**src/hdl/rtcl_pkg.sv**
```systemverilog
`timescale 1ns / 1ps
// Shared types, codes and constants of the cartridge real-time clock.
package rtcl_pkg;

	// Depth of the queue between the decode pipeline and the register file.
	localparam int QUEUE_DEPTH = 8;

	// Operation codes on the input channel.
	localparam logic [1:0] OP_ADVANCE = 2'd0;
	localparam logic [1:0] OP_READ    = 2'd1;
	localparam logic [1:0] OP_WRITE   = 2'd2;
	localparam logic [1:0] OP_LATCH   = 2'd3;

	// Register indexes.
	localparam int REG_COUNT = 5;
	localparam logic [2:0] REG_SEC  = 3'd0;
	localparam logic [2:0] REG_MIN  = 3'd1;
	localparam logic [2:0] REG_HOUR = 3'd2;
	localparam logic [2:0] REG_DAYL = 3'd3;
	localparam logic [2:0] REG_DAYH = 3'd4;

	// Reciprocals for exact division of any 32-bit value by 60 and by 24.
	localparam logic [31:0] DIV60_MUL   = 32'h8888_8889;
	localparam int          DIV60_SHIFT = 37;
	localparam logic [31:0] DIV24_MUL   = 32'hAAAA_AAAB;
	localparam int          DIV24_SHIFT = 36;

	// Moduli of the time fields.
	localparam logic [7:0] SEC_MOD  = 8'd60;
	localparam logic [7:0] MIN_MOD  = 8'd60;
	localparam logic [7:0] HOUR_MOD = 8'd24;

	// Work handed from the decode pipeline to the register file.
	typedef enum logic [2:0] {
		KIND_NOP,
		KIND_ADVANCE,
		KIND_READ,
		KIND_WRITE,
		KIND_LATCH
	} kind_t;

	typedef struct packed {
		kind_t       kind;
		logic [2:0]  idx;
		logic [7:0]  wdata;
		logic [7:0]  ldata;
		logic [5:0]  sec_part;
		logic [5:0]  min_part;
		logic [4:0]  hour_part;
		logic [15:0] day_part;
	} item_t;

endpackage

```
**src/hdl/rtcl_front.sv**
```systemverilog
`timescale 1ns / 1ps
// Decode pipeline: classifies operations and splits elapsed seconds into fields.
module rtcl_front (
	input  logic                clk,
	input  logic                arst_n,
	input  logic                in_take,
	input  logic [1:0]          operation,
	input  logic [31:0]         elapsed_seconds,
	input  logic [2:0]          register_index,
	input  logic [7:0]          write_data,
	input  logic [7:0]          latch_data,
	output logic                push,
	output rtcl_pkg::item_t     push_item
);

	// Stage 1: inputs and first reciprocal product.
	logic        valid_s1;
	logic [1:0]  op_s1;
	logic [2:0]  idx_s1;
	logic [7:0]  wdata_s1;
	logic [7:0]  ldata_s1;
	logic [31:0] elapsed_s1;
	logic        nonzero_s1;
	logic [63:0] prod1_s1;

	// Stage 2: seconds field and second reciprocal product.
	logic        valid_s2;
	logic [1:0]  op_s2;
	logic [2:0]  idx_s2;
	logic [7:0]  wdata_s2;
	logic [7:0]  ldata_s2;
	logic        nonzero_s2;
	logic [5:0]  sec_s2;
	logic [26:0] q1_s2;
	logic [57:0] prod2_s2;

	// Stage 3: minutes field and third reciprocal product.
	logic        valid_s3;
	logic [1:0]  op_s3;
	logic [2:0]  idx_s3;
	logic [7:0]  wdata_s3;
	logic [7:0]  ldata_s3;
	logic        nonzero_s3;
	logic [5:0]  sec_s3;
	logic [5:0]  min_s3;
	logic [20:0] q2_s3;
	logic [51:0] prod3_s3;

	logic [26:0] q1_d;
	logic [31:0] sec_full;
	logic [20:0] q2_d;
	logic [26:0] min_full;
	logic [15:0] days_d;
	logic [20:0] hour_full;
	rtcl_pkg::kind_t kind_d;

	assign q1_d     = prod1_s1[63:rtcl_pkg::DIV60_SHIFT];
	assign sec_full = elapsed_s1 - (32'(q1_d) * 32'd60);
	assign q2_d     = prod2_s2[57:rtcl_pkg::DIV60_SHIFT];
	assign min_full = q1_s2 - (27'(q2_d) * 27'd60);
	assign days_d   = prod3_s3[51:rtcl_pkg::DIV24_SHIFT];
	assign hour_full = q2_s3 - (21'(days_d) * 21'd24);

	always_ff @(posedge clk or negedge arst_n) begin
		if (!arst_n) begin
			valid_s1 <= 1'b0;
			valid_s2 <= 1'b0;
			valid_s3 <= 1'b0;
		end else begin
			valid_s1 <= in_take;
			valid_s2 <= valid_s1;
			valid_s3 <= valid_s2;
		end
	end

	always_ff @(posedge clk) begin
		op_s1      <= operation;
		idx_s1     <= register_index;
		wdata_s1   <= write_data;
		ldata_s1   <= latch_data;
		elapsed_s1 <= elapsed_seconds;
		nonzero_s1 <= |elapsed_seconds;
		prod1_s1   <= 64'(elapsed_seconds) * 64'(rtcl_pkg::DIV60_MUL);

		op_s2      <= op_s1;
		idx_s2     <= idx_s1;
		wdata_s2   <= wdata_s1;
		ldata_s2   <= ldata_s1;
		nonzero_s2 <= nonzero_s1;
		sec_s2     <= sec_full[5:0];
		q1_s2      <= q1_d;
		prod2_s2   <= 58'(q1_d) * 58'(rtcl_pkg::DIV60_MUL);

		op_s3      <= op_s2;
		idx_s3     <= idx_s2;
		wdata_s3   <= wdata_s2;
		ldata_s3   <= ldata_s2;
		nonzero_s3 <= nonzero_s2;
		sec_s3     <= sec_s2;
		min_s3     <= min_full[5:0];
		q2_s3      <= q2_d;
		prod3_s3   <= 52'(q2_d) * 52'(rtcl_pkg::DIV24_MUL);
	end

	// An advance of nothing and a write to a missing register do no work.
	always_comb begin
		case (op_s3)
			rtcl_pkg::OP_ADVANCE: kind_d = nonzero_s3 ? rtcl_pkg::KIND_ADVANCE
				: rtcl_pkg::KIND_NOP;
			rtcl_pkg::OP_READ:    kind_d = rtcl_pkg::KIND_READ;
			rtcl_pkg::OP_WRITE:   kind_d = (idx_s3 < 3'(rtcl_pkg::REG_COUNT))
				? rtcl_pkg::KIND_WRITE : rtcl_pkg::KIND_NOP;
			rtcl_pkg::OP_LATCH:   kind_d = rtcl_pkg::KIND_LATCH;
			default:              kind_d = rtcl_pkg::KIND_NOP;
		endcase
	end

	assign push                = valid_s3;
	assign push_item.kind      = kind_d;
	assign push_item.idx       = idx_s3;
	assign push_item.wdata     = wdata_s3;
	assign push_item.ldata     = ldata_s3;
	assign push_item.sec_part  = sec_s3;
	assign push_item.min_part  = min_s3;
	assign push_item.hour_part = hour_full[4:0];
	assign push_item.day_part  = days_d;

endmodule

```
**src/hdl/rtcl_queue.sv**
```systemverilog
`timescale 1ns / 1ps
// Small first-in first-out queue between the decode pipeline and the register file.
module rtcl_queue #(
	parameter int DEPTH = rtcl_pkg::QUEUE_DEPTH
) (
	input  logic            clk,
	input  logic            arst_n,
	input  logic            push,
	input  rtcl_pkg::item_t push_item,
	input  logic            pop,
	output logic            head_valid,
	output rtcl_pkg::item_t head_item
);

	localparam int PTR_W = (DEPTH > 1) ? $clog2(DEPTH) : 1;
	localparam int CNT_W = $clog2(DEPTH + 1);

	rtcl_pkg::item_t  mem_q [DEPTH];
	logic [PTR_W-1:0] wr_ptr_q;
	logic [PTR_W-1:0] rd_ptr_q;
	logic [CNT_W-1:0] count_q;

	function automatic logic [PTR_W-1:0] next_ptr(input logic [PTR_W-1:0] ptr);
		next_ptr = (ptr == PTR_W'(DEPTH - 1)) ? '0 : ptr + 1'b1;
	endfunction

	always_ff @(posedge clk) begin
		if (push) begin
			mem_q[wr_ptr_q] <= push_item;
		end
	end

	always_ff @(posedge clk or negedge arst_n) begin
		if (!arst_n) begin
			wr_ptr_q <= '0;
			rd_ptr_q <= '0;
			count_q  <= '0;
		end else begin
			if (push) begin
				wr_ptr_q <= next_ptr(wr_ptr_q);
			end
			if (pop) begin
				rd_ptr_q <= next_ptr(rd_ptr_q);
			end
			case ({push, pop})
				2'b10:   count_q <= count_q + 1'b1;
				2'b01:   count_q <= count_q - 1'b1;
				default: count_q <= count_q;
			endcase
		end
	end

	assign head_valid = (count_q != '0);
	assign head_item  = mem_q[rd_ptr_q];

endmodule

```
**src/hdl/rtcl_back.sv**
```systemverilog
`timescale 1ns / 1ps
// Register file: carries out advance, read, write and latch work in order.
module rtcl_back (
	input  logic            clk,
	input  logic            arst_n,
	input  logic            head_valid,
	input  rtcl_pkg::item_t head_item,
	output logic            pop,
	output logic            out_valid,
	input  logic            out_stall,
	output logic [7:0]      read_data
);

	logic [7:0] live_q    [rtcl_pkg::REG_COUNT];
	logic [7:0] latched_q [rtcl_pkg::REG_COUNT];
	logic       latch_flag_q;
	logic       out_valid_q;
	logic [7:0] read_data_q;

	logic [7:0]  sec_sum, sec_new;
	logic [7:0]  min_inc, min_sum, min_new;
	logic [7:0]  hour_inc, hour_sum, hour_new;
	logic        c_sec, c_min, c_hour;
	logic [16:0] days;
	logic [7:0]  dayh_new;
	logic [7:0]  read_value;
	logic        is_read;

	// Each field is added modulo 256 and then reduced once by its modulus.
	always_comb begin
		sec_sum  = live_q[rtcl_pkg::REG_SEC] + 8'(head_item.sec_part);
		c_sec    = (sec_sum >= rtcl_pkg::SEC_MOD);
		sec_new  = c_sec ? sec_sum - rtcl_pkg::SEC_MOD : sec_sum;

		min_inc  = live_q[rtcl_pkg::REG_MIN] + 8'(c_sec);
		min_sum  = min_inc + 8'(head_item.min_part);
		c_min    = (min_sum >= rtcl_pkg::MIN_MOD);
		min_new  = c_min ? min_sum - rtcl_pkg::MIN_MOD : min_sum;

		hour_inc = live_q[rtcl_pkg::REG_HOUR] + 8'(c_min);
		hour_sum = hour_inc + 8'(head_item.hour_part);
		c_hour   = (hour_sum >= rtcl_pkg::HOUR_MOD);
		hour_new = c_hour ? hour_sum - rtcl_pkg::HOUR_MOD : hour_sum;

		days = 17'({live_q[rtcl_pkg::REG_DAYH][0], live_q[rtcl_pkg::REG_DAYL]})
			+ 17'(head_item.day_part) + 17'(c_hour);
		// The day carry is sticky: set when the count passes 511, kept otherwise.
		dayh_new = {live_q[rtcl_pkg::REG_DAYH][7] | (|days[16:9]),
			live_q[rtcl_pkg::REG_DAYH][6:1], days[8]};
	end

	always_comb begin
		if (head_item.idx < 3'(rtcl_pkg::REG_COUNT)) begin
			read_value = latch_flag_q ? latched_q[head_item.idx] : live_q[head_item.idx];
		end else begin
			read_value = 8'd0;
		end
	end

	assign is_read = (head_item.kind == rtcl_pkg::KIND_READ);
	assign pop     = head_valid && (!is_read || !out_valid_q || !out_stall);

	always_ff @(posedge clk or negedge arst_n) begin
		if (!arst_n) begin
			for (int i = 0; i < rtcl_pkg::REG_COUNT; i++) begin
				live_q[i]    <= 8'd0;
				latched_q[i] <= 8'd0;
			end
			latch_flag_q <= 1'b0;
		end else if (pop) begin
			case (head_item.kind)
				rtcl_pkg::KIND_ADVANCE: begin
					live_q[rtcl_pkg::REG_SEC]  <= sec_new;
					live_q[rtcl_pkg::REG_MIN]  <= min_new;
					live_q[rtcl_pkg::REG_HOUR] <= hour_new;
					live_q[rtcl_pkg::REG_DAYL] <= days[7:0];
					live_q[rtcl_pkg::REG_DAYH] <= dayh_new;
				end
				rtcl_pkg::KIND_WRITE: begin
					live_q[head_item.idx] <= head_item.wdata;
				end
				rtcl_pkg::KIND_LATCH: begin
					if (!latch_flag_q && head_item.ldata == 8'd1) begin
						for (int i = 0; i < rtcl_pkg::REG_COUNT; i++) begin
							latched_q[i] <= live_q[i];
						end
					end
					latch_flag_q <= head_item.ldata[0];
				end
				default: begin
				end
			endcase
		end
	end

	always_ff @(posedge clk or negedge arst_n) begin
		if (!arst_n) begin
			out_valid_q <= 1'b0;
		end else if (pop && is_read) begin
			out_valid_q <= 1'b1;
		end else if (!out_stall) begin
			out_valid_q <= 1'b0;
		end
	end

	always_ff @(posedge clk) begin
		if (pop && is_read) begin
			read_data_q <= read_value;
		end
	end

	assign out_valid = out_valid_q;
	assign read_data = read_data_q;

endmodule

```
**src/hdl/cartridge_rtc_latch_clock_core.sv**
```systemverilog
`timescale 1ns / 1ps
// A read passes the decode pipeline, the queue and the register file before its result shows.
// Throughput: one transfer per cycle on each side while not stalled; the register file does
// each operation on pop; the rate is set by that single update loop and the queue's credit count.
// Reset: arst_n clears the live and latched registers, the latch flag, the queue and the
// output valid flag at once; the block takes transfers as soon as reset is released.
// Top level of the cartridge real-time clock with latch.
module cartridge_rtc_latch_clock_core #(
	parameter int QUEUE_DEPTH = rtcl_pkg::QUEUE_DEPTH
) (
	input  logic        clk,
	input  logic        arst_n,
	input  logic        in_valid,
	output logic        in_stall,
	input  logic [1:0]  operation,
	input  logic [31:0] elapsed_seconds,
	input  logic [2:0]  register_index,
	input  logic [7:0]  write_data,
	input  logic [7:0]  latch_data,
	output logic        out_valid,
	input  logic        out_stall,
	output logic [7:0]  read_data
);

	localparam int CNT_W = $clog2(QUEUE_DEPTH + 1);

	// The front part is a three-stage pipeline that never stops: it turns
	// elapsed seconds into second, minute, hour and day parts with
	// reciprocal multiplications and classifies each operation. Its output
	// lands in the queue, from which the register file takes one item per
	// cycle. A read waits at the head only while the output register holds
	// an untaken result; all other work goes on regardless.

	logic            in_take;
	logic            push;
	rtcl_pkg::item_t push_item;
	logic            pop;
	logic            head_valid;
	rtcl_pkg::item_t head_item;

	// Credits count every item between the input transfer and the moment
	// the register file retires it, whether still in the pipeline or in the
	// queue, so the queue can never overflow.
	logic [CNT_W-1:0] credit_q;

	assign in_stall = (credit_q == CNT_W'(QUEUE_DEPTH));
	assign in_take  = in_valid && !in_stall;

	always_ff @(posedge clk or negedge arst_n) begin
		if (!arst_n) begin
			credit_q <= '0;
		end else begin
			case ({in_take, pop})
				2'b10:   credit_q <= credit_q + 1'b1;
				2'b01:   credit_q <= credit_q - 1'b1;
				default: credit_q <= credit_q;
			endcase
		end
	end

	rtcl_front u_front (
		.clk             (clk),
		.arst_n          (arst_n),
		.in_take         (in_take),
		.operation       (operation),
		.elapsed_seconds (elapsed_seconds),
		.register_index  (register_index),
		.write_data      (write_data),
		.latch_data      (latch_data),
		.push            (push),
		.push_item       (push_item)
	);

	rtcl_queue #(
		.DEPTH (QUEUE_DEPTH)
	) u_queue (
		.clk        (clk),
		.arst_n     (arst_n),
		.push       (push),
		.push_item  (push_item),
		.pop        (pop),
		.head_valid (head_valid),
		.head_item  (head_item)
	);

	rtcl_back u_back (
		.clk        (clk),
		.arst_n     (arst_n),
		.head_valid (head_valid),
		.head_item  (head_item),
		.pop        (pop),
		.out_valid  (out_valid),
		.out_stall  (out_stall),
		.read_data  (read_data)
	);

endmodule
```
**config.mk**
```make
export PLATFORM = sky130hd
export DESIGN_NAME = cartridge_rtc_latch_clock_core
export DESIGN_NICKNAME = d
export VERILOG_FILES = /design/src/hdl/rtcl_pkg.sv /design/src/hdl/rtcl_front.sv /design/src/hdl/rtcl_queue.sv /design/src/hdl/rtcl_back.sv /design/src/hdl/cartridge_rtc_latch_clock_core.sv
export SDC_FILE = /design/constraint.sdc
export NUM_CORES = 2
export LEC_CHECK = 0
export BUFFER_PORTS_ARGS = -buffer_cell sky130_fd_sc_hd__buf_2
export CAP_MARGIN = 15
export CORE_ASPECT_RATIO = 0.6
export CORE_MARGIN = 10
export CORE_UTILIZATION = 56
export DETAILED_ROUTE_END_ITERATION = 8
export GPL_ROUTABILITY_DRIVEN = 0
export PLACE_DENSITY_LB_ADDON = 0.1
export SYNTH_ARGS = -nofsm -noshare
export SYNTH_HDL_FRONTEND = slang
export SYNTH_SLANG_ARGS = --single-unit
```
**constraint.sdc**
```tcl
create_clock -name clk -period 10.7 [get_ports clk]
set_input_delay 0.535 -clock clk [delete_from_list [all_inputs] [get_ports clk]]
set_output_delay 0.535 -clock clk [all_outputs]
set_load 0.05 [all_outputs]
```
==> After elaboration in Yosys (flattened, before gate mapping) <==
Memory sizes are Yosys's and may differ from the RTL's.
Index checks and enable logic that the tools add are counted.
{ "op_classes": {"n_lt_le_gt_ge": 7, "n_eq_ne": 16, "n_mul": 6, "add_sub_neg": 19, "muxes": 25, "bitwise": 3, "n_reduce_logical": 23} }
{ "op_table": {"columns": ["cell", "n"], "rows": [
  ["one-hot mux 40 bit (2 select lines)", 1],
  ["2-to-1 mux 8 bit", 9],
  ["multiplier 32 x 32 -> 64 bit, second input constant", 1],
  ["multiplier 27 x 32 -> 58 bit, second input constant", 1],
  ["multiplier 21 x 32 -> 52 bit, second input constant", 1],
  ["binary-select mux 8 bit (select 3 bit)", 2],
  ["bitwise mux 40 bit", 1],
  ["OR reduction 32 bit", 1],
  ["multiplier 27 x 4 -> 4 bit, second input constant", 1],
  ["demux 8 bit (select 3 bit)", 1],
  ["multiplier 21 x 4 -> 4 bit, second input constant", 1],
  ["adder 17 x 1 -> 17 bit", 1],
  ["adder 9 x 16 -> 17 bit", 1],
  ["adder 8 x 1 -> 8 bit", 2],
  ["adder 8 x 6 -> 8 bit", 2],
  ["greater-or-equal comparator 8 x 6 -> 1 bit, second input constant", 2],
  ["multiplier 16 x 2 -> 2 bit, second input constant", 1],
  ["one-hot mux 4 bit (2 select lines)", 2],
  ["subtractor 8 x 6 -> 8 bit, second input constant", 2],
  ["one-hot mux 3 bit (4 select lines)", 1],
  ["subtractor 6 bit", 2],
  ["equality test 3 bit, second input constant", 3],
  ["adder 4 x 1 -> 4 bit, second input constant", 2],
  ["adder 8 x 5 -> 8 bit", 1],
  ["30 further kinds", 57]
]} }
{ "word_totals": {"mem_count": 1, "register_bits": 382, "input_bits": 57, "mem_bits_rw": 440, "elab_cells": 145, "output_inout_bits": 10} }
{ "mem_list": {"columns": ["memory", "words", "width", "rd", "rd_ports_with_merged_regs", "wr", "line_no", "source"], "rows": [
  ["u_queue.mem_q", 8, 55, 1, 0, 1, "rtcl_queue.sv:18", "rtcl_pkg::item_t mem_q [DEPTH];"]
]} }

==> Depth between registers and ports, before layout <==
An unclocked memory read counts as a cell.
{ "logic_depth": {"depth_word": 13, "ltp_mapped": 47, "ltp_nobuf": 40} }

==> Cells and area by module <==
From an unflattened synthesis, not the netlist that was laid out.
{ "unflattened": {"hier_cells": 3926, "hier_area_um2": 49736.5} }
{ "modules_own_cells": {"columns": ["module", "seq_area_each_um2", "cells_per_inst", "area_each_um2", "instances"], "rows": [
  ["rtcl_front", 3378.2, 2576, 26317.7, 1],
  ["rtcl_queue", 13462.9, 693, 17095.1, 1],
  ["rtcl_back", 2292.2, 624, 5993.2, 1],
  ["cartridge_rtc_latch_clock_core", 100.1, 33, 330.3, 1]
]} }

==> Least setup slack after synthesis <==
Ideal clock, no wire load.
{ "synth_timing": {"kind": "reg-to-reg", "from": "register u_queue.rd_ptr_q[0]", "to": "register u_back.live_q[0] (netlist name)", "n_path_buf": 7, "path_stages_with_launch": 46, "required_ps": 10575, "setup_time_ps": 125, "period_less_slack_ps": 9637, "arrival_time_ps": 9512, "setup_slack_ps": 1063, "cell_sequence": "dfrtp_1 -> buf_6 -> buf_6 -> buf_2 -> buf_4 -> buf_4 -> buf_4 -> buf_2 -> mux4_2 -> mux2i_1 -> inv_1 -> ha_1 -> a21o_1 -> a21oi_1 -> o21ai_0 -> a21oi_1 -> xnor2_1 -> o22ai_1 -> [... 10 more ...] -> nor2b_1 -> o21a_1 -> o21a_1 -> o21a_1 -> o21ai_1 -> a22o_1 -> nor2_1 -> fa_1 -> nor2b_1 -> o21a_1 -> o21a_1 -> o21ai_0 -> a21boi_0 -> o21a_1 -> o21a_1 -> o21a_1 -> o31ai_1 -> mux2_2"} }
{ "synth_via": {"elab_chain_cells": 11, "word_cells_on_any_way": 28, "cone_classes": "7 x add/sub; 5 x order compare; 3 x eq/ne; 4 x mux; 1 x bitwise; 7 x reduce/logical; 1 x memory"} }
{ "synth_lines": {"columns": ["element", "line_no", "source"], "rows": [
  ["from (decl)", "rtcl_queue.sv:20", "logic [PTR_W-1:0] rd_ptr_q;"],
  ["from (signal assigned)", "rtcl_queue.sv:43", "rd_ptr_q <= next_ptr(rd_ptr_q);"],
  ["memory (8 x 55 bit) *", null, null],
  ["adder 8 x 6 -> 8 bit", "rtcl_back.sv:31", "sec_sum = live_q[rtcl_pkg::REG_SEC] + 8'(head_item.sec_part);"],
  ["greater-or-equal comparator 8 x 6 -> 1 bit", "rtcl_back.sv:32", "c_sec = (sec_sum >= rtcl_pkg::SEC_MOD);"],
  ["adder 8 x 1 -> 8 bit", "rtcl_back.sv:35", "min_inc = live_q[rtcl_pkg::REG_MIN] + 8'(c_sec);"],
  ["adder 8 x 6 -> 8 bit", "rtcl_back.sv:36", "min_sum = min_inc + 8'(head_item.min_part);"],
  ["greater-or-equal comparator 8 x 6 -> 1 bit", "rtcl_back.sv:37", "c_min = (min_sum >= rtcl_pkg::MIN_MOD);"],
  ["adder 8 x 1 -> 8 bit", "rtcl_back.sv:40", "hour_inc = live_q[rtcl_pkg::REG_HOUR] + 8'(c_min);"],
  ["adder 8 x 5 -> 8 bit", "rtcl_back.sv:41", "hour_sum = hour_inc + 8'(head_item.hour_part);"],
  ["greater-or-equal comparator 8 x 5 -> 1 bit", "rtcl_back.sv:42", "c_hour = (hour_sum >= rtcl_pkg::HOUR_MOD);"],
  ["adder 17 x 1 -> 17 bit", "rtcl_back.sv:46", "+ 17'(head_item.day_part) + 17'(c_hour);"],
  ["one-hot mux 40 bit (2 select lines)", "rtcl_back.sv:71", "case (head_item.kind)"],
  ["to (signal, indexed assignment)", "rtcl_back.sv:73", "live_q[rtcl_pkg::REG_SEC] <= sec_new;"],
  ["to (signal, indexed assignment)", "rtcl_back.sv:74", "live_q[rtcl_pkg::REG_MIN] <= min_new;"],
  ["to (signal, indexed assignment)", "rtcl_back.sv:75", "live_q[rtcl_pkg::REG_HOUR] <= hour_new;"],
  ["to (decl)", "rtcl_back.sv:14", "logic [7:0] live_q [rtcl_pkg::REG_COUNT];"]
]} }
Every way passes the cells marked *; elsewhere a longest branch is shown, timed or not. The select of a mux whose other input is x is not followed.
A chain may end at the register's enable or synchronous reset.

==> Worst setup path after layout <==
Same ends and word-level chain as after synthesis.

==> out/metrics.cfg <==
[yosys]
yosysWarnings = 0
netlist_instances = 3801
synth_common_cells = 701 x ha_1, 677 x inv_1, 448 x edfxtp_1
ys_ff_latch = 712
synth_area_um2 = 48800
syn_area_per_cell_um2 = 12.8
synth.most_common_cell = ha_1
synth_edf_count = 448
syn_nets = 4963
yosysTopAreaCell = edfxtp_1
synthFlopType = edfxtp_1
synth_cell_type_count = 86
synth_area_leaders = edfxtp_1 28%, ha_1 18%, fa_1 17%
yosysSeqAreaShare_pct = 39.4
synth_top_area_share_pct = 27.6
synthArstFlopShare_pct = 13.9

[clock_network]
cts_tree = done
clock_sinks = 712
clock_latency_ps = 650
cts_setup_buffers = 0
cts_max_path_buffers = 3
htreeDepth = 3
clk_pin_slew_ps = 60
hold_buffers = 22
post_cts_resized = 0
cts_root_buf = clkbuf_16
numCtsBuffers = 68

[setup_path]
reg2regPathDepth = 37
crit_fanout = 23
startpoint = u_queue.rd_ptr_q[0]
r2r-start = u_queue.rd_ptr_q[0]
endpoint_kind = flip-flop
required_ps = 11250
worstSetupPathType = reg -> reg
slowest_delay_ps = 720
rrSetupSlack_ps = 1080
critical-path-slowest-cell = dfrtp_4
crit_end = u_back.live_q[0]
start_kind = flip-flop
critPathArrivalTime_ps = 10160
rr_endpoint = u_back.live_q[0]
cp_common_cell = o21a_1

[grt]
grt_antenna_before_repair = 1
grt-ovfl-total = 0
grt_pass1_vias = 29700
grt_use_total_pct = 21.7
grt_pass1_wl_um = 171000
grt_start_max_net_pins = 58

[sta]
fmax_mhz = 104
rsz0062_at_grt = no
fin_crit_sh_pct = 89.9
fin_ws_ps = 1080
setup_viol = 0
tightest_slew_ps = 1100
finalHoldViolCount = 0
final.setup.tns_ps = 0
slew_violations = 0
layout_min_cycle_time_ps = 9620
fin_skew_ps = 31.5
relSlewSlack_pct = 26.2

[run]
max_cap_violations = 0

[route]
ant_nets = 0
vias_per_cell = 5.62
drt_iter0_drc = 2216
drc = 0
wirelength_um = 107000
wire_per_inst_um = 20.8
vias = 28800
firstDrtPassIters = 5

[floorplan]
ioPinCount = 67
rows = 83
initial_core_util_pct = 56.8
die_area_um2 = 99700
core_um2 = 85900
fp.dieH_um = 249
die_w_um = 401

[place]
io_buffer_count = 66
dp_hpwl_um = 80500
place_inst = 4980
pre_cts_slack_ps = 1110

[cells_and_area]
drive_above_1_share_pct = 10.0
fin_cells = 5129
area_delta_synth_final_pct = 8.58
nets = 5088
fin_util_pct = 61.6

[run_status]
status = finished clean

[hold_path]
hold_class = in -> reg

==> final cells by class <==
| type | count | area (um2) |
|---|---|---|
| Multi-Input combinational cell | 2351 | 26700 |
| Clock inverter | 37 | 369 |
| Timing Repair Buffer | 115 | 756 |
| Antenna cell | 1 | 2.50 |
| Fill cell | 6752 | 32900 |
| Sequential cell | 712 | 19200 |
| Clock buffer | 88 | 1850 |
| Tap cell | 1147 | 1440 |
| Inverter | 678 | 2540 |
==> worst min-delay path by stage <==
stage | from | end | slack [ps] | cells past startpoint
6_report | out_stall | u_back.out_valid | 110 | 2
5_1_grt | out_stall | u_back.out_valid | 80 | 2
4_1_cts | out_stall | u_back.out_valid | 70 | 2
3_5_place_dp | u_front.ldata_s1[4] | u_front.ldata_s2[4] | 310 | 0
3_3_place_gp | u_front.q1_s2[0] | u_front.min_s3[0] | 310 | 0
2_1_floorplan | arst_n | credit_q[0] | 240 | 0
==> stage by stage <==
stage / hold slack (ps) / cell area, um2
2_1_floorplan: 239 / 48800
3_3_place_gp: 311 / 50500
3_5_place_dp: 312 / 50500
4_1_cts: 67.3 / 52900
5_1_grt: 81.5 / 52900
6_report: 108 / 52900
==> placed cells by master, fill, tap and decap left out, types with 17 or more instances in the layout <==
master	netlist	routed
o21ai_0	84	84
a211oi_1	31	31
o211ai_1	17	17
clkbuf_16	0	68
mux2i_1	40	38
fa_1	404	404
nor3_1	34	32
dfxtp_1	165	165
edfxtp_1	448	448
nand2b_1	19	19
xnor2_1	59	59
mux4_2	94	94
o21a_1	29	29
o21bai_1	19	19
and3_1	23	23
nand3_1	27	27
inv_1	677	677
nor2b_1	27	27
buf_4	4	28
dfrtp_1	99	96
nor4_1	23	23
mux2_2	70	70
xor2_1	43	43
a21o_1	67	67
dlygate4sd3_1	0	22
buf_2	23	65
ha_1	701	701
a31oi_1	18	18
nand2_1	109	109
a21oi_1	122	122
nor2_1	98	91
==> sequential cells by signal, summed over array words and instances (netlist names), 8 cells and up <==
signal            count
u_front.ldata_s1      8
u_front.ldata_s3      8
u_front.ldata_s2      8
u_front.wdata_s3      8
u_back.latched_q     40
u_front.prod2_s2     21
u_back.live_q        34
u_front.prod1_s1     27
u_front.prod3_s3     16
u_front.wdata_s1      8
u_back.read_data      8
u_front.wdata_s2      8
u_queue.mem_q       440
==> metal layers <==
metal	track usage, %	vias up	part of all wire, %
met3	5.99	121	8.5
met1	34.0	14300	50
met2	30.0	792	40
li1	-	13600	-
met4	3.88	0	1.5
met5	0	-	0
==> logic make-up after synthesis <==
kind of cell / after synthesis / share of synthesized area (%)
AOI/OAI and AO/OA: 502 / 6.90
and+or+nand+nor: 434 / 4.52
muxes: 207 / 6.87
adders and majority gates: 1106 / 34.6
xor gates and xnor gates: 102 / 1.83
buffers and inverters: 738 / 5.83
DFF: 712 / 39.4
==> critical path, delay by kind of cell, from the launching register on <==
kind            cells  cell delay [ps]
xor+xnor            1              380
compound gates     21             4170
flops               1              720
simple gates        6             1380
mux                 3             1100
buf+inv             2              410
fa+ha+maj           4             1350
Power is not shown: default switching activity piles up to over one toggle a cycle in this logic, so the estimate is an artifact.
